[config.mk]
export PLATFORM = sky130hd
export DESIGN_NAME = autorange_led_bar_level_flat
export DESIGN_NICKNAME = d
export VERILOG_FILES = /design/src/sv/arlbl_pkg.sv /design/src/sv/arlbl_if.sv /design/src/sv/arlbl_front.sv /design/src/sv/arlbl_fifo.sv /design/src/sv/arlbl_back.sv /design/src/sv/autorange_led_bar_level.sv /design/src/flat_wrapper.sv
export VERILOG_INCLUDE_DIRS = /design/src /design/src/sv
export SDC_FILE = /design/constraint.sdc
export NUM_CORES = 1
export LEC_CHECK = 0
export BUFFER_PORTS_ARGS = -buffer_cell sky130_fd_sc_hd__buf_4
export CORE_MARGIN = 2
export CORE_UTILIZATION = 50
export DETAILED_ROUTE_END_ITERATION = 8
export HOLD_SLACK_MARGIN = 0.15
export PLACE_DENSITY = 0.76
export SYNTH_ARGS = -nofsm -noshare
export SYNTH_HDL_FRONTEND = slang
export SYNTH_SLANG_ARGS = --single-unit
export TNS_END_PERCENT = 30
[constraint.sdc]
create_clock -name clk -period 4.15 [get_ports clk]
set_input_delay 0.415 -clock clk [delete_from_list [all_inputs] [get_ports clk]]
set_output_delay 0.415 -clock clk [all_outputs]
set_load 0.1 [all_outputs]
[src/sv/autorange_led_bar_level_macros.svh]
// ---------------------------------------------------------------------------
// Assertion macros for the auto-ranging LED bar level block
// Concurrent checks that vanish when SYNTH is defined.
// ---------------------------------------------------------------------------
`ifndef AUTORANGE_LED_BAR_LEVEL_MACROS_SVH
`define AUTORANGE_LED_BAR_LEVEL_MACROS_SVH

`ifndef SYNTH
// Property checked on every rising edge while out of reset.
`define ARLBL_ASSERT(label, clk, rst_n, prop, msg) \
    label: assert property (@(posedge clk) disable iff (!rst_n) (prop)) else $error(msg);
// Condition that must never be seen while out of reset.
`define ARLBL_NEVER(label, clk, rst_n, cond, msg) \
    label: assert property (@(posedge clk) disable iff (!rst_n) !(cond)) else $error(msg);
`else
`define ARLBL_ASSERT(label, clk, rst_n, prop, msg)
`define ARLBL_NEVER(label, clk, rst_n, cond, msg)
`endif

`endif

[src/sv/arlbl_pkg.sv]
// ---------------------------------------------------------------------------
// Auto-ranging LED bar level package
// Shared widths, constants and types of the block.
// ---------------------------------------------------------------------------
`default_nettype none

package arlbl_pkg;

    localparam int SAMPLE_W  = 16;
    localparam int READING_W = 8;
    localparam int LEVEL_W   = 3;
    localparam int PATTERN_W = 8;

    // Adding this with wrap turns a two's complement reading into offset binary.
    localparam logic [READING_W-1:0] READING_OFFSET = 8'h80;

    // One classified reading, handed from the front end to the divider.
    typedef struct packed {
        logic [READING_W-1:0] diff;     // reading minus lowest
        logic [READING_W-1:0] span;     // highest minus lowest, never zero
        logic [READING_W-1:0] lowest;
        logic [READING_W-1:0] highest;
    } job_t;

    typedef enum logic [1:0] {
        BK_IDLE,
        BK_DIV,
        BK_DONE
    } back_state_t;

endpackage

`default_nettype wire

[src/sv/arlbl_if.sv]
// ---------------------------------------------------------------------------
// Auto-ranging LED bar level channels
// Valid/ready interfaces for samples, internal jobs and results.
// ---------------------------------------------------------------------------
`default_nettype none

interface arlbl_sample_if;
    import arlbl_pkg::*;

    logic                valid;
    logic                ready;
    logic [SAMPLE_W-1:0] sample_word;

    modport source (output valid, output sample_word, input ready);
    modport sink   (input valid, input sample_word, output ready);
endinterface

interface arlbl_job_if;
    import arlbl_pkg::*;

    logic valid;
    logic ready;
    job_t job;

    modport source (output valid, output job, input ready);
    modport sink   (input valid, input job, output ready);
endinterface

interface arlbl_result_if;
    import arlbl_pkg::*;

    logic                 valid;
    logic                 ready;
    logic [LEVEL_W-1:0]   level;
    logic [PATTERN_W-1:0] led_pattern;
    logic [READING_W-1:0] lowest_seen;
    logic [READING_W-1:0] highest_seen;

    modport source (output valid, output level, output led_pattern,
                    output lowest_seen, output highest_seen, input ready);
    modport sink   (input valid, input level, input led_pattern,
                    input lowest_seen, input highest_seen, output ready);
endinterface

`default_nettype wire

[src/sv/arlbl_front.sv]
// ---------------------------------------------------------------------------
// Auto-ranging LED bar level front end
// Converts each sample to offset binary and tracks the extremes seen.
// ---------------------------------------------------------------------------
`default_nettype none

`include "autorange_led_bar_level_macros.svh"

module arlbl_front (
    input  logic               clk,
    input  logic               rst_n,
    arlbl_sample_if.sink       sample_ch,
    arlbl_job_if.source        job_ch
);
    import arlbl_pkg::*;

    logic [READING_W-1:0] lowest_reg,  lowest_next;
    logic [READING_W-1:0] highest_reg, highest_next;
    logic                 seen_reg,    seen_next;

    logic [READING_W-1:0] reading;
    logic [READING_W-1:0] range_w;
    logic                 take;

    assign take    = sample_ch.valid && sample_ch.ready;
    assign reading = sample_ch.sample_word[SAMPLE_W-1 -: READING_W] + READING_OFFSET;

    always_comb
    begin
        if (!seen_reg)
        begin
            lowest_next  = reading;
            highest_next = reading;
        end
        else
        begin
            lowest_next  = (reading < lowest_reg)  ? reading : lowest_reg;
            highest_next = (reading > highest_reg) ? reading : highest_reg;
        end
        seen_next = 1'b1;
    end

    assign range_w = highest_next - lowest_next;

    // The job leaves in the same cycle the sample arrives.
    assign job_ch.valid       = sample_ch.valid;
    assign sample_ch.ready    = job_ch.ready;
    assign job_ch.job.diff    = reading - lowest_next;
    assign job_ch.job.span    = (range_w == '0) ? READING_W'(1) : range_w;
    assign job_ch.job.lowest  = lowest_next;
    assign job_ch.job.highest = highest_next;

    always_ff @(posedge clk or negedge rst_n)
    begin
        if (!rst_n)
        begin
            lowest_reg  <= '0;
            highest_reg <= '0;
            seen_reg    <= 1'b0;
        end
        else if (take)
        begin
            lowest_reg  <= lowest_next;
            highest_reg <= highest_next;
            seen_reg    <= seen_next;
        end
    end

    `ARLBL_ASSERT(a_extremes_ordered, clk, rst_n, seen_reg |-> (lowest_reg <= highest_reg), "lowest reading above highest")
    `ARLBL_ASSERT(a_first_sets_both, clk, rst_n, (take && !seen_reg) |=> (lowest_reg == highest_reg), "first reading did not set both extremes")

endmodule

`default_nettype wire

[src/sv/arlbl_fifo.sv]
// ---------------------------------------------------------------------------
// Auto-ranging LED bar level job queue
// Short register queue that decouples the front end from the divider.
// ---------------------------------------------------------------------------
`default_nettype none

module arlbl_fifo #(
    parameter int DEPTH = 2
) (
    input  logic          clk,
    input  logic          rst_n,
    arlbl_job_if.sink     push_ch,
    arlbl_job_if.source   pop_ch
);
    import arlbl_pkg::*;

    localparam int PW = (DEPTH > 1) ? $clog2(DEPTH) : 1;
    localparam int CW = $clog2(DEPTH + 1);

    job_t          entry_reg [DEPTH];
    logic [PW-1:0] wr_ptr_reg, wr_ptr_next;
    logic [PW-1:0] rd_ptr_reg, rd_ptr_next;
    logic [CW-1:0] count_reg,  count_next;
    logic          push;
    logic          pop;

    assign push_ch.ready = (count_reg != CW'(DEPTH));
    assign pop_ch.valid  = (count_reg != '0);
    assign pop_ch.job    = entry_reg[rd_ptr_reg];

    assign push = push_ch.valid && push_ch.ready;
    assign pop  = pop_ch.valid && pop_ch.ready;

    always_comb
    begin
        wr_ptr_next = wr_ptr_reg;
        rd_ptr_next = rd_ptr_reg;
        if (push)
        begin
            wr_ptr_next = (wr_ptr_reg == PW'(DEPTH - 1)) ? '0 : wr_ptr_reg + PW'(1);
        end
        if (pop)
        begin
            rd_ptr_next = (rd_ptr_reg == PW'(DEPTH - 1)) ? '0 : rd_ptr_reg + PW'(1);
        end
        count_next = count_reg + CW'(push) - CW'(pop);
    end

    always_ff @(posedge clk or negedge rst_n)
    begin
        if (!rst_n)
        begin
            wr_ptr_reg <= '0;
            rd_ptr_reg <= '0;
            count_reg  <= '0;
        end
        else
        begin
            wr_ptr_reg <= wr_ptr_next;
            rd_ptr_reg <= rd_ptr_next;
            count_reg  <= count_next;
        end
    end

    always_ff @(posedge clk)
    begin
        if (push)
        begin
            entry_reg[wr_ptr_reg] <= push_ch.job;
        end
    end

endmodule

`default_nettype wire

[src/sv/arlbl_back.sv]
// ---------------------------------------------------------------------------
// Auto-ranging LED bar level back end
// Restoring divider, one quotient bit a cycle, with a result register.
// ---------------------------------------------------------------------------
`default_nettype none

`include "autorange_led_bar_level_macros.svh"

module arlbl_back #(
    parameter int LED_COUNT = 8
) (
    input  logic            clk,
    input  logic            rst_n,
    arlbl_job_if.sink       job_ch,
    arlbl_result_if.source  result_ch
);
    import arlbl_pkg::*;

    // The quotient never exceeds LED_COUNT, so QW bits hold it.
    localparam int QW = $clog2(LED_COUNT + 1);
    localparam int NW = READING_W + QW;
    localparam int SW = $clog2(QW);

    back_state_t          state_reg, state_next;
    logic [NW-1:0]        rem_reg,   rem_next;
    logic [QW-1:0]        quo_reg,   quo_next;
    logic [SW-1:0]        step_reg,  step_next;
    logic [READING_W-1:0] span_reg;
    logic [READING_W-1:0] lowest_reg;
    logic [READING_W-1:0] highest_reg;

    logic                 out_valid_reg;
    logic [LEVEL_W-1:0]   level_reg;
    logic [PATTERN_W-1:0] pattern_reg;
    logic [READING_W-1:0] lowest_out_reg;
    logic [READING_W-1:0] highest_out_reg;

    logic                 load;
    logic                 out_load;
    logic                 do_step;
    logic [NW-1:0]        trial;
    logic                 fits;
    logic [QW-1:0]        sat;
    logic [15:0]          wide_pattern;

    assign trial = NW'(span_reg) << step_reg;
    assign fits  = (rem_reg >= trial);
    assign sat   = (quo_reg > QW'(LED_COUNT - 1)) ? QW'(LED_COUNT - 1) : quo_reg;
    assign wide_pattern = 16'(1) << sat;

    // Next state.
    always_comb
    begin
        state_next = state_reg;
        unique case (state_reg)
            BK_IDLE:
            begin
                if (job_ch.valid)
                begin
                    state_next = BK_DIV;
                end
            end
            BK_DIV:
            begin
                if (step_reg == '0)
                begin
                    state_next = BK_DONE;
                end
            end
            BK_DONE:
            begin
                if (!out_valid_reg || result_ch.ready)
                begin
                    state_next = job_ch.valid ? BK_DIV : BK_IDLE;
                end
            end
            default:
            begin
                state_next = BK_IDLE;
            end
        endcase
    end

    // Control outputs of the state machine.
    always_comb
    begin
        load     = 1'b0;
        out_load = 1'b0;
        do_step  = 1'b0;
        unique case (state_reg)
            BK_IDLE:
            begin
                load = job_ch.valid;
            end
            BK_DIV:
            begin
                do_step = 1'b1;
            end
            BK_DONE:
            begin
                out_load = !out_valid_reg || result_ch.ready;
                load     = out_load && job_ch.valid;
            end
            default:
            begin
                load = 1'b0;
            end
        endcase
    end

    assign job_ch.ready = load;

    always_comb
    begin
        rem_next  = rem_reg;
        quo_next  = quo_reg;
        step_next = step_reg;
        if (load)
        begin
            rem_next  = NW'(job_ch.job.diff) * NW'(LED_COUNT);
            quo_next  = '0;
            step_next = SW'(QW - 1);
        end
        else if (do_step)
        begin
            rem_next  = fits ? rem_reg - trial : rem_reg;
            quo_next  = {quo_reg[QW-2:0], fits};
            step_next = step_reg - SW'(1);
        end
    end

    always_ff @(posedge clk or negedge rst_n)
    begin
        if (!rst_n)
        begin
            state_reg     <= BK_IDLE;
            out_valid_reg <= 1'b0;
        end
        else
        begin
            state_reg <= state_next;
            if (out_load)
            begin
                out_valid_reg <= 1'b1;
            end
            else if (result_ch.ready)
            begin
                out_valid_reg <= 1'b0;
            end
        end
    end

    always_ff @(posedge clk)
    begin
        rem_reg  <= rem_next;
        quo_reg  <= quo_next;
        step_reg <= step_next;
        if (load)
        begin
            span_reg    <= job_ch.job.span;
            lowest_reg  <= job_ch.job.lowest;
            highest_reg <= job_ch.job.highest;
        end
        if (out_load)
        begin
            level_reg       <= LEVEL_W'(sat);
            pattern_reg     <= wide_pattern[PATTERN_W-1:0];
            lowest_out_reg  <= lowest_reg;
            highest_out_reg <= highest_reg;
        end
    end

    assign result_ch.valid        = out_valid_reg;
    assign result_ch.level        = level_reg;
    assign result_ch.led_pattern  = pattern_reg;
    assign result_ch.lowest_seen  = lowest_out_reg;
    assign result_ch.highest_seen = highest_out_reg;

    `ARLBL_NEVER(a_no_pop_while_dividing, clk, rst_n, job_ch.ready && (state_reg == BK_DIV), "job taken mid-division")
    `ARLBL_ASSERT(a_pattern_single_bit, clk, rst_n, result_ch.valid |-> $onehot0(result_ch.led_pattern), "LED pattern has more than one bit")
    `ARLBL_ASSERT(a_result_extremes, clk, rst_n, result_ch.valid |-> (result_ch.lowest_seen <= result_ch.highest_seen), "result extremes out of order")

endmodule

`default_nettype wire

[src/sv/autorange_led_bar_level.sv]
// ---------------------------------------------------------------------------
// Auto-ranging LED bar level
// Places each accelerometer reading within the range seen so far.
// ---------------------------------------------------------------------------
// Each beat on sample_ch carries one 16-bit sensor response word whose high
// byte is a signed axis reading; it is shifted to offset binary by adding
// 0x80 with wrap. The block tracks the lowest and highest readings seen since
// reset (the first reading sets both) and, for every sample, returns one beat
// on result_ch with the level (reading - lowest) * LED_COUNT divided by the
// range (a zero range counts as one), saturated at LED_COUNT - 1, the one-hot
// LED pattern for that level, and the extremes including this sample. When
// LED_COUNT exceeds 8, level and pattern are truncated to their 3 and 8 bits.
// A sample is classified in the cycle it is accepted and queued in a
// two-entry queue; the back end then runs a restoring divide that produces
// one quotient bit per cycle. The divider takes one sample at a time and
// sets the sustained rate. The front end keeps taking samples while the
// queue has room, and a finished result waits in the output register
// while the next division runs.
// ---------------------------------------------------------------------------
`default_nettype none

module autorange_led_bar_level #(
    parameter int LED_COUNT = 8
) (
    input  logic             clk,
    input  logic             rst_n,
    arlbl_sample_if.sink     sample_ch,
    arlbl_result_if.source   result_ch
);
    import arlbl_pkg::*;

    // Front end to queue, and queue to divider.
    arlbl_job_if front_job ();
    arlbl_job_if back_job ();

    // Readings become offset binary here and update the extremes.
    arlbl_front u_front (
        .clk       (clk),
        .rst_n     (rst_n),
        .sample_ch (sample_ch),
        .job_ch    (front_job)
    );

    // Lets the front end accept while a division is still running.
    arlbl_fifo #(
        .DEPTH (2)
    ) u_fifo (
        .clk     (clk),
        .rst_n   (rst_n),
        .push_ch (front_job),
        .pop_ch  (back_job)
    );

    // Scaling divide, saturation and the registered result.
    arlbl_back #(
        .LED_COUNT (LED_COUNT)
    ) u_back (
        .clk       (clk),
        .rst_n     (rst_n),
        .job_ch    (back_job),
        .result_ch (result_ch)
    );

endmodule

`default_nettype wire
[src/flat_wrapper.sv]
// flat-port wrapper written by rule: the top's interface ports become plain ports
module autorange_led_bar_level_flat import arlbl_pkg::*;
#(
    parameter int LED_COUNT = 8
)
  (clk, rst_n, sample_ch_valid, sample_ch_sample_word, sample_ch_ready, result_ch_valid, result_ch_level, result_ch_led_pattern, result_ch_lowest_seen, result_ch_highest_seen, result_ch_ready);
  arlbl_sample_if sample_ch_i ();
  arlbl_result_if result_ch_i ();
  input  logic clk;
  input  logic rst_n;
  input wire logic [$bits(sample_ch_i.valid)-1:0] sample_ch_valid;
  input wire logic [$bits(sample_ch_i.sample_word)-1:0] sample_ch_sample_word;
  output wire logic [$bits(sample_ch_i.ready)-1:0] sample_ch_ready;
  output wire logic [$bits(result_ch_i.valid)-1:0] result_ch_valid;
  output wire logic [$bits(result_ch_i.level)-1:0] result_ch_level;
  output wire logic [$bits(result_ch_i.led_pattern)-1:0] result_ch_led_pattern;
  output wire logic [$bits(result_ch_i.lowest_seen)-1:0] result_ch_lowest_seen;
  output wire logic [$bits(result_ch_i.highest_seen)-1:0] result_ch_highest_seen;
  input wire logic [$bits(result_ch_i.ready)-1:0] result_ch_ready;
  assign sample_ch_i.valid = sample_ch_valid;
  assign sample_ch_i.sample_word = sample_ch_sample_word;
  assign sample_ch_ready = sample_ch_i.ready;
  assign result_ch_valid = result_ch_i.valid;
  assign result_ch_level = result_ch_i.level;
  assign result_ch_led_pattern = result_ch_i.led_pattern;
  assign result_ch_lowest_seen = result_ch_i.lowest_seen;
  assign result_ch_highest_seen = result_ch_i.highest_seen;
  assign result_ch_i.ready = result_ch_ready;
  autorange_led_bar_level #(.LED_COUNT(LED_COUNT)) u_core (.clk(clk), .rst_n(rst_n), .sample_ch(sample_ch_i), .result_ch(result_ch_i));
endmodule
==> results of run 1 <==
==> critical path, cell delays in order, from the launching register on <==
cell	delay, ns
dfrtp_1	0.38
inv_1	0.16
ha_1	0.29
a2111oi_4	0.31
o21ai_2	0.10
and2_4	0.17
nand2_1	0.06
o21ai_1	0.09
ha_1	0.22
buf_4	0.15
nand2_1	0.07
o22ai_1	0.06
o32ai_1	0.27
nand4_1	0.17
nor2b_1	0.18
xnor2_1	0.14
or4_1	0.53
o41ai_2	0.33
==> final cells by class <==
| class | count | area, um2 |
|---|---|---|
| Fill cell | 1143 | 5770 |
| Sequential cell | 157 | 4500 |
| Multi-Input combinational cell | 374 | 2780 |
| Timing Repair Buffer | 73 | 554 |
| Clock buffer | 19 | 433 |
| Tap cell | 184 | 230 |
| Inverter | 45 | 169 |
| Clock inverter | 12 | 160 |
==> final timing paths <==
| kind | startpoint | end | slack [ns] | depth (start not counted) |
|---|---|---|---|---|
| setup reg to reg | u_core.u_front.lowest_reg[1] | u_core.u_fifo.entry_reg[0][16] | 0.26 | 17 |
| setup / recovery | u_core.u_front.lowest_reg[1] | u_core.u_fifo.entry_reg[0][16] | 0.26 | 17 |
| hold reg to reg | u_core.u_back.highest_reg[7] | u_core.u_back.result_ch.highest_seen[7] | 0.42 | 0 |
| hold / removal | result_ch_ready | u_core.u_back.result_ch.valid | 0.31 | 3 |
| max in group asynchronous | rst_n | u_core.u_front.highest_reg[1] | 3.41 | 2 |
| min in group asynchronous | rst_n | u_core.u_front.highest_reg[7] | 0.46 | 2 |
==> cell families after synthesis <==
family | Yosys count | synth area share
flops | 157 | 0.599
mux | 56 | 0.0807
compound gates | 107 | 0.0912
buf+inv | 65 | 0.0342
fa+ha+maj | 42 | 0.0711
xor+xnor | 28 | 0.0327
simple gates | 141 | 0.0909
==> metrics by stage <==
| step | instances | setup WS, ns | utilization |
|---|---|---|---|
| floorplan | 596 | 0.109 | - |
| global placement | 829 | 0.158 | 0.560 |
| detailed placement | 829 | 0.0528 | 0.560 |
| CTS | 861 | 0.221 | 0.601 |
| global route | 864 | 0.00727 | 0.604 |
| finish | 864 | 0.257 | 0.604 |
==> repair_timing <==
action | CTS | global route
hold endpoints to repair | 24 | 0
hold buffers | 1 | 0
setup endpoints to repair | 0 | 2
buffers inserted | 0 | 3
resized for setup | 0 | 8
==> Yosys cell counts (3+ instances only) <==
library cell	count
edfxtp_1	123
inv_1	44
nand2_1	43
ha_1	41
nor2_1	37
mux2_2	36
a21oi_1	33
dfrtp_1	24
o21ai_0	21
xnor2_1	21
mux2i_1	20
clkbuf_1	16
nor2b_1	11
dfxtp_1	10
nand2b_1	9
nor3_1	8
o21ai_1	8
and3_1	7
xor2_1	7
nand3_1	6
o22ai_1	6
nand4_1	5
o32ai_1	5
a211oi_1	4
a21o_1	4
or3_1	4
a21boi_1	3
a31oi_1	3
o21bai_1	3
or2_2	3
==> metal layers <==
metal / GRT usage / wire (um) / up-vias
li1: - / - / 2307
met1: 0.245 / 6580 / 2284
met2: 0.307 / 7000 / 123
met3: 0.0464 / 703 / 18
met4: 0.0569 / 193 / 0
met5: 0 / 0 / -
==> impl_results.md, run 1 <==
- Status: complete, no violations
- Clk_lat worst skew: 0.41 ns
- Final WL: 14500 um
- Distinct cells, synth: 58
- Yosys warnings: 0
- DRC violations left: 0
- Element type at the critical path start: register
- Commonest register cell after synthesis: edfxtp_1
- Syn Nets: 658
- Root buf cell: clkbuf_16
- Initial Util: 0.514
- Hold WC Path Type: input port to register
- Slew Limit Headroom: 0.216
- Initial antenna violation count: 0
- Largest net degree at the start of global routing: 35
- Die Y: 126 um
- Global-route wire length before repair: 23200 um
- DR pass1 iterations: 5
- Post-Synthesis Cell Area: 7500 um2
- Seq cells post-synth: 157
- Final min period: 3.89 ns
- Post-synth top area cell: edfxtp_1
- Routability congestion estimate: 0.870
- H-tree levels: 4
- Die width: 126 um
- Slew Viols, Final: 0
- Vias in the first global route: 4668
- Fin crit share: 0.938
- Leading cell types in the layout, fill and taps excluded: 123 x edfxtp_1, 71 x buf_4, 44 x inv_1
- Final setup violation count: 0
- Final hold vios: 0
- Sequential cell area fraction in the yosys report: 0.599
- Smallest hold slack: 0.307 ns
- Vias: 4732
- Max cap viols: 0
- Max reg flops: 64
- RSZ-0062 raised after global routing: false
- Arrival time of the worst setup path: 4.11 ns
- CTS tree: done
- Gr usage total: 0.186
- Critical path type: register to register
- Post-Synthesis Cells: 596
- Commonest non-fill, non-tap cell in the layout: edfxtp_1
- Antenna diodes: 0
- Synth top area share: 0.492
- Std cell rows: 44
- Max Fanout on Critical Path: 7
- Area Overhead vs Synth: 17.5%
- Post-route cell area: 8820 um2
- Worst-Margin Slew: 1.17 ns
- Skew final: 0.00515 ns
- Core area: 14600 um2
- Layout cells sized above 1: 0.226
- Setup_tns: 0 ns
- Clk slew on worst S/H paths: 0.06 ns
- Routed Antenna Nets: 0
- Vias per cell: 5.48
- DPL Wire Length: 10100 um
- Drt wl/cell: 16.8 um
- GR Overflow Total: 0
- Clk buf depth: 2
- Number of synthesized flops with an enable pin: 123
- Syn avg cell area: 12.6 um2
- CP required: 4.37 ns
- Initial DRC Count: 293
- Final Net Count: 730
- Placement Cell Area: 8170 um2
- Die area: 16000 um2
- CTS buffer count: 17
- IO Count: 49
- Fmax: 0.257 GHz
- Largest cells by area after synthesis: edfxtp_1 49%, dfrtp_1 8.0%, ha_1 6.8%
- Crit end category: register
- Async S/R FF share, synth: 0.153
- Buffers on Ports: 40
- # clock sinks: 157
Power of run 1 is not shown: default switching activity piles up to over one toggle a cycle in this logic, so the estimate is an artifact.
==> inputs of run 2 (changes only) <==
--- a/config.mk
+++ b/config.mk
@@ -8,10 +8,11 @@
 export LEC_CHECK = 0
 export BUFFER_PORTS_ARGS = -buffer_cell sky130_fd_sc_hd__buf_4
 export CORE_MARGIN = 2
-export CORE_UTILIZATION = 50
+export CORE_UTILIZATION = 45
 export DETAILED_ROUTE_END_ITERATION = 8
 export HOLD_SLACK_MARGIN = 0.15
-export PLACE_DENSITY = 0.76
+export PLACE_DENSITY = 0.71
+export SKIP_LAST_GASP = 1
 export SYNTH_ARGS = -nofsm -noshare
 export SYNTH_HDL_FRONTEND = slang
 export SYNTH_SLANG_ARGS = --single-unit
==> impl_results.md, run 2 (synthesis results as in run 1) <==
- Finished Layout Cells: 902 (+4.4%)
- Fin crit share: 0.953 (+0.0147)
- Max reg flops: 64 (unchanged)
- Slew Viols, Final: 0 (unchanged)
- Clk_lat worst skew: 0.43 ns (+0.02 ns)
- Routability congestion estimate: 0.922 (+6.0%)
- Initial Util: 0.456 (-0.0586)
- Worst path top cell family by delay: simple AND/OR/NAND/NOR gates
- Buffers on Ports: 40 (unchanged)
- Post-route cell area: 8880 um2 (+0.72%)
- Leading cell types in the layout, fill and taps excluded: 123 x edfxtp_1, 72 x buf_4, 44 x inv_1
- CTS tree: done
- Arrival time of the worst setup path: 4.17 ns (+0.06 ns)
- Fmax: 0.253 GHz (-1.5%)
- GR Overflow Total: 0 (unchanged)
- Core area: 16500 um2 (+13%)
- Clk slew on worst S/H paths: 0.07 ns (about the same)
- CTS buffer count: 17 (unchanged)
- DRC violations left: 0 (unchanged)
- Final WL: 14900 um (+2.8%)
- Die width: 133 um (+5.2%)
- Antenna diodes: 0 (unchanged)
- Initial antenna violation count: 0 (unchanged)
- Setup_tns: 0 ns (unchanged)
- DR pass1 iterations: 5 (unchanged)
- Crit end category: register
- Final Net Count: 731 (+0.14%)
- # clock sinks: 157 (unchanged)
- Element type at the critical path start: register
- Std cell rows: 47 (+6.8%)
- Vias in the first global route: 4716 (+1.0%)
- H-tree levels: 4 (unchanged)
- # placed instances: 869 (+4.8%)
- Final hold vios: 0 (unchanged)
- Register area: 4500 um2 (unchanged)
- Critical path type: register to register
- CP max stage delay: 0.54 ns (about the same)
- Vias: 4751 (+0.40%)
- Global-route wire length before repair: 24300 um (+4.8%)
- Area Overhead vs Synth: 18.4%
- Die Y: 133 um (+5.2%)
- Critical path's most frequent cell: ha_1
- Clk buf depth: 2 (unchanged)
- Die area: 17700 um2 (+11%)
- Layout cells sized above 1: 0.226 (-0.000664)
- CP required: 4.37 ns (about the same)
- Commonest non-fill, non-tap cell in the layout: edfxtp_1
- WP buf/inv: 2 (unchanged)
- Skew final: 0.0116 ns (+0.00645 ns)
- Vias per cell: 5.27 (-3.8%)
- IO Count: 49 (unchanged)
- Largest net degree at the start of global routing: 35 (unchanged)
- Slew Limit Headroom: 0.271 (+0.0547)
- Routed Antenna Nets: 0 (unchanged)
- Status: complete, no violations
- Placement Cell Area: 8240 um2 (+0.93%)
- Initial DRC Count: 354 (+21%)
- Final setup violation count: 0 (unchanged)
- Setup Buffers After CTS: 0 (unchanged)
- Fillers: 1349 (+18%)
- Max Fanout on Critical Path: 7 (unchanged)
- Final min period: 3.95 ns (+0.0610 ns)
- Hold WC Path Type: input port to register
- Gr usage total: 0.179 (-0.00742)
- Cells along the critical path: inv_1 > ha_1 > a21o_1 > a211oi_1 > o21ai_2 > and2_4 > o21ai_0 > ha_1 > inv_1 > ha_1 > or3_1 > nand4_1 > a21oi_1 > xor2_1 > or4_1 > o41ai_2
- Root buf cell: clkbuf_16
- DPL Wire Length: 10700 um (+5.0%)
- Drt wl/cell: 16.5 um (-1.5%)
- RSZ-0062 raised after global routing: false
- Worst-Margin Slew: 1.09 ns (-0.0804 ns)
- Slowest stage cell, crit path: or4_1
- Multi-input logic area: 2760 um2 (-0.72%)
- Max cap viols: 0 (unchanged)
[run 2: area by class of cell]
class / instances / area share
clock inverters: 15 / 0.0224
flip-flops and latches: 157 / 0.506
repair buffers: 74 / 0.0633
clock buffers: 17 / 0.0479
multi-input cells: 374 / 0.310
well taps: 220 / 0.0310
inverters: 45 / 0.0190
[run 2: metal layers]
layer / part of all wire / vias up / track usage
li1: - / 2317 / -
met1: 0.45 / 2270 / 0.237
met2: 0.48 / 144 / 0.285
met3: 0.055 / 20 / 0.0479
met4: 0.015 / 0 / 0.0644
met5: 0 / - / 0
[run 2: path summary, 6_finish.rpt]
path / start / endpoint / slack [ns] / cells after the start
worst min register to register: u_core.u_back.lowest_reg[2] / u_core.u_back.result_ch.lowest_seen[2] / 0.42 / 0
max in group asynchronous: rst_n / u_core.u_fifo.rd_ptr_reg / 3.40 / 2
worst max register to register: u_core.u_front.lowest_reg[6] / u_core.u_fifo.entry_reg[1][16] / 0.20 / 16
worst min-delay path: result_ch_ready / u_core.u_back.result_ch.valid / 0.30 / 3
worst max-delay path: u_core.u_front.lowest_reg[6] / u_core.u_fifo.entry_reg[1][16] / 0.20 / 16
min in group asynchronous: rst_n / u_core.u_front.highest_reg[7] / 0.45 / 2
[run 2: through the flow]
step | hold WS, ns | setup slack [ns] | utilization
floorplan | 0.119 | 0.109 | -
detailed placement | 0.366 | 0.0793 | 0.501
finish | 0.298 | 0.196 | 0.539
CTS | 0.281 | 0.245 | 0.539
global placement | 0.352 | 0.120 | 0.501
global route | 0.317 | 0.00262 | 0.539
[run 2: tightest hold or removal path: cells and delay by family]
family	cells	cell delay (ns)
buffers and inverters	1	0.08
AND/OR/NAND/NOR	2	0.20
[run 2: timing repair]
action                     in CTS  in global routing
setup endpoints to repair       0                  2
gates resized for setup         0                  1
hold buffers                    1                  0
hold endpoints to repair       24                  0
Power of run 2 is left out for the same reason.
==> inputs of run 3 (changes only) <==
--- a/config.mk
+++ b/config.mk
@@ -11,9 +11,10 @@
 export CORE_UTILIZATION = 45
 export DETAILED_ROUTE_END_ITERATION = 8
 export HOLD_SLACK_MARGIN = 0.15
-export PLACE_DENSITY = 0.71
+export PLACE_DENSITY = 0.7
 export SKIP_LAST_GASP = 1
 export SYNTH_ARGS = -nofsm -noshare
 export SYNTH_HDL_FRONTEND = slang
+export SYNTH_HIERARCHICAL = 1
 export SYNTH_SLANG_ARGS = --single-unit
 export TNS_END_PERCENT = 30
==> impl_results.md, run 3 <==
- Worst-Margin Slew: 1.19 ns (+0.101 ns)
- Finished Layout Cells: 964 (+6.9%)
- DPL Wire Length: 12000 um (+13%)
- RSZ-0062 raised after global routing: true
- CP required: 4.37 ns (about the same)
- Slew Viols, Final: 0 (unchanged)
- Die width: 136 um (+2.2%)
- Max Fanout on Critical Path: 4 (-3)
- Gr usage total: 0.189 (+0.0103)
- Std cell rows: 48 (+2.1%)
- Crit end category: register
- Initial Util: 0.457 (+0.00155)
- Sequential cell area fraction in the yosys report: 0.572 (-0.0267)
- Clk slew on worst S/H paths: 0.06 ns (about the same)
- Reg2Reg Setup Slack: 0.18 ns (about the same)
- Synth top area share: 0.470 (-0.0220)
- Element type at the critical path start: register
- Routability congestion estimate: 0.941 (+2.0%)
- Syn Nets: 700 (+6.4%)
- Drt wl/cell: 17.2 um (+4.1%)
- Initial DRC Count: 328 (-7.3%)
- Register area: 4490 um2 (about the same)
- Seq cells post-synth: 157 (unchanged)
- Final WL: 16600 um (+11%)
- Placement Cell Area: 8700 um2 (+5.6%)
- Root buf cell: clkbuf_16
- R2R Path Start: u_core/u_front/lowest_reg[6]
- Vias in the first global route: 5242 (+11%)
- Worst Setup EP: u_core/u_fifo/entry_reg[0][16]
- Final setup violation count: 0 (unchanged)
- DR pass1 iterations: 4 (-1)
- Fmax: 0.252 GHz (-0.34%)
- Most frequent cells after synthesis: 123 x edfxtp_1, 47 x inv_1, 42 x nand2_1
- Slew Limit Headroom: 0.205 (-0.0666)
- Largest cells by area after synthesis: edfxtp_1 47%, dfrtp_1 7.6%, ha_1 6.5%
- Status: complete, no violations
- Setup WS pre-CTS: -0.276 ns (-0.356 ns)
- Setup Buffers After CTS: 0 (unchanged)
- Number of synthesized flops with an enable pin: 123 (unchanged)
- Most numerous cell in the Yosys netlist: edfxtp_1
- Final Net Count: 790 (+8.1%)
- DRC violations left: 0 (unchanged)
- Final hold vios: 0 (unchanged)
- Clk buf depth: 2 (unchanged)
- Largest net degree at the start of global routing: 44 (+26%)
- Max reg flops: 64 (unchanged)
- Post-route cell area: 9340 um2 (+5.2%)
- Antenna diodes: 0 (unchanged)
- Leading cell types in the layout, fill and taps excluded: 123 x edfxtp_1, 91 x buf_4, 47 x inv_1
- End of the worst register-to-register path: u_core/u_fifo/entry_reg[0][16]
- # placed instances: 931 (+7.1%)
- Commonest register cell after synthesis: edfxtp_1
- Die Y: 136 um (+2.2%)
- CTS buffer count: 17 (unchanged)
- Fin crit share: 0.956 (+0.00327)
- Initial antenna violation count: 0 (unchanged)
- Buffers on Ports: 40 (unchanged)
- Area Overhead vs Synth: 19.0%
- Post-Synthesis Cell Area: 7850 um2 (+4.7%)
- Vias per cell: 5.48 (+3.9%)
- Commonest non-fill, non-tap cell in the layout: edfxtp_1
- Syn avg cell area: 12.3 um2 (-1.9%)
- Multi-input logic area: 3100 um2 (+13%)
- Arrival time of the worst setup path: 4.19 ns (+0.02 ns)
- Hold WC Path Type: input port to register
- Max cap viols: 0 (unchanged)
- Core area: 17200 um2 (+4.3%)
- Die area: 18500 um2 (+4.5%)
- Clk_lat worst skew: 0.42 ns (about the same)
- Routed Antenna Nets: 0 (unchanged)
- H-tree levels: 4 (unchanged)
- Vias: 5278 (+11%)
- Final min period: 3.97 ns (+0.0136 ns)
- Depth of the most critical reg-to-reg path: 18 (+2)
- Fillers: 1465 (+8.6%)
- GR Overflow Total: 0 (unchanged)
- IO Count: 49 (unchanged)
- Yosys warnings: 6 (+6)
- Async S/R FF share, synth: 0.153 (unchanged)
- Crit. Startpoint: u_core/u_front/lowest_reg[6]
- Global-route wire length before repair: 26600 um (+9.7%)
- Post-route setup slack: 0.182 ns (-0.0136 ns)
- Post-Synthesis Cells: 636 (+6.7%)
- CTS tree: done
- Distinct cells, synth: 77 (+33%)
- Critical path type: register to register
- # clock sinks: 157 (unchanged)
- Skew final: 0.0118 ns (+0.000203 ns)
- Post-synth top area cell: edfxtp_1
- Layout cells sized above 1: 0.258 (+0.0327)
==> run 3: final cells by class <==
cell class              instances  area share
multi-input cells             410       0.332
well taps                     225      0.0301
clock buffers                  19      0.0463
repair buffers                 92      0.0742
flip-flops and latches        157       0.481
clock inverters                13      0.0166
inverters                      48      0.0193
==> run 3: per-stage QoR <==
step | hold slack, ns | setup TNS (ns) | utilization
3_5_place_dp | 0.377 | -0.552 | 0.507
2_1_floorplan | 0.119 | 0 | -
3_3_place_gp | 0.363 | -0.279 | 0.507
5_1_grt | 0.346 | -0.252 | 0.544
4_1_cts | 0.299 | 0 | 0.542
6_report | 0.310 | 0 | 0.544
==> run 3: metal layers <==
metal / track usage / part of all wire
met2: 0.318 / 0.49
met1: 0.240 / 0.44
met5: 0 / 0
met4: 0.0712 / 0.025
met3: 0.0391 / 0.042
==> run 3: critical path, cell delays in order (launching register included) <==
cell      delay [ns]
dfrtp_1         0.35
inv_1           0.06
ha_1            0.29
a21o_1          0.23
a211oi_2        0.22
buf_4           0.14
buf_4           0.09
o21ai_2         0.06
nand2_2         0.10
nor2_1          0.06
a21oi_2         0.12
inv_1           0.10
fa_2            0.44
a211oi_1        0.19
o31a_1          0.21
o211ai_2        0.11
xnor2_1         0.16
or4_1           0.56
o41ai_4         0.26
==> run 3: how the worst min path moves through the flow <==
stage                    startpoint                       endpoint  depth (start not counted)
floorplan                     rst_n  u_core/u_back/result_ch.valid                          0
global placement              rst_n  u_core/u_front/highest_reg[4]                          1
detailed placement            rst_n  u_core/u_front/highest_reg[4]                          1
CTS                 result_ch_ready  u_core/u_back/result_ch.valid                          3
global route        result_ch_ready  u_core/u_back/result_ch.valid                          3
finish              result_ch_ready  u_core/u_back/result_ch.valid                          3
==> run 3: kinds of logic (layout without fill, tap and decap cells) <==
| family | after synthesis | in the layout | synth area share |
|---|---|---|---|
| flops | 157 | 157 | 0.572 |
| simple gates | 153 | 153 | 0.0945 |
| compound gates | 142 | 142 | 0.128 |
| buf+inv | 69 | 172 | 0.0382 |
| mux | 48 | 48 | 0.0677 |
| fa+ha+maj | 45 | 45 | 0.0744 |
| xor+xnor | 22 | 22 | 0.0245 |
==> run 3: repair_timing <==
item                                    in CTS  in global routing
hold buffers                                 1                  0
gates cloned                                 0                  0
endpoints found under the hold margin       24                  0
endpoints found under the setup margin       2                  6
resized for setup                            3                  8
Power of run 3 is left out for the same reason.
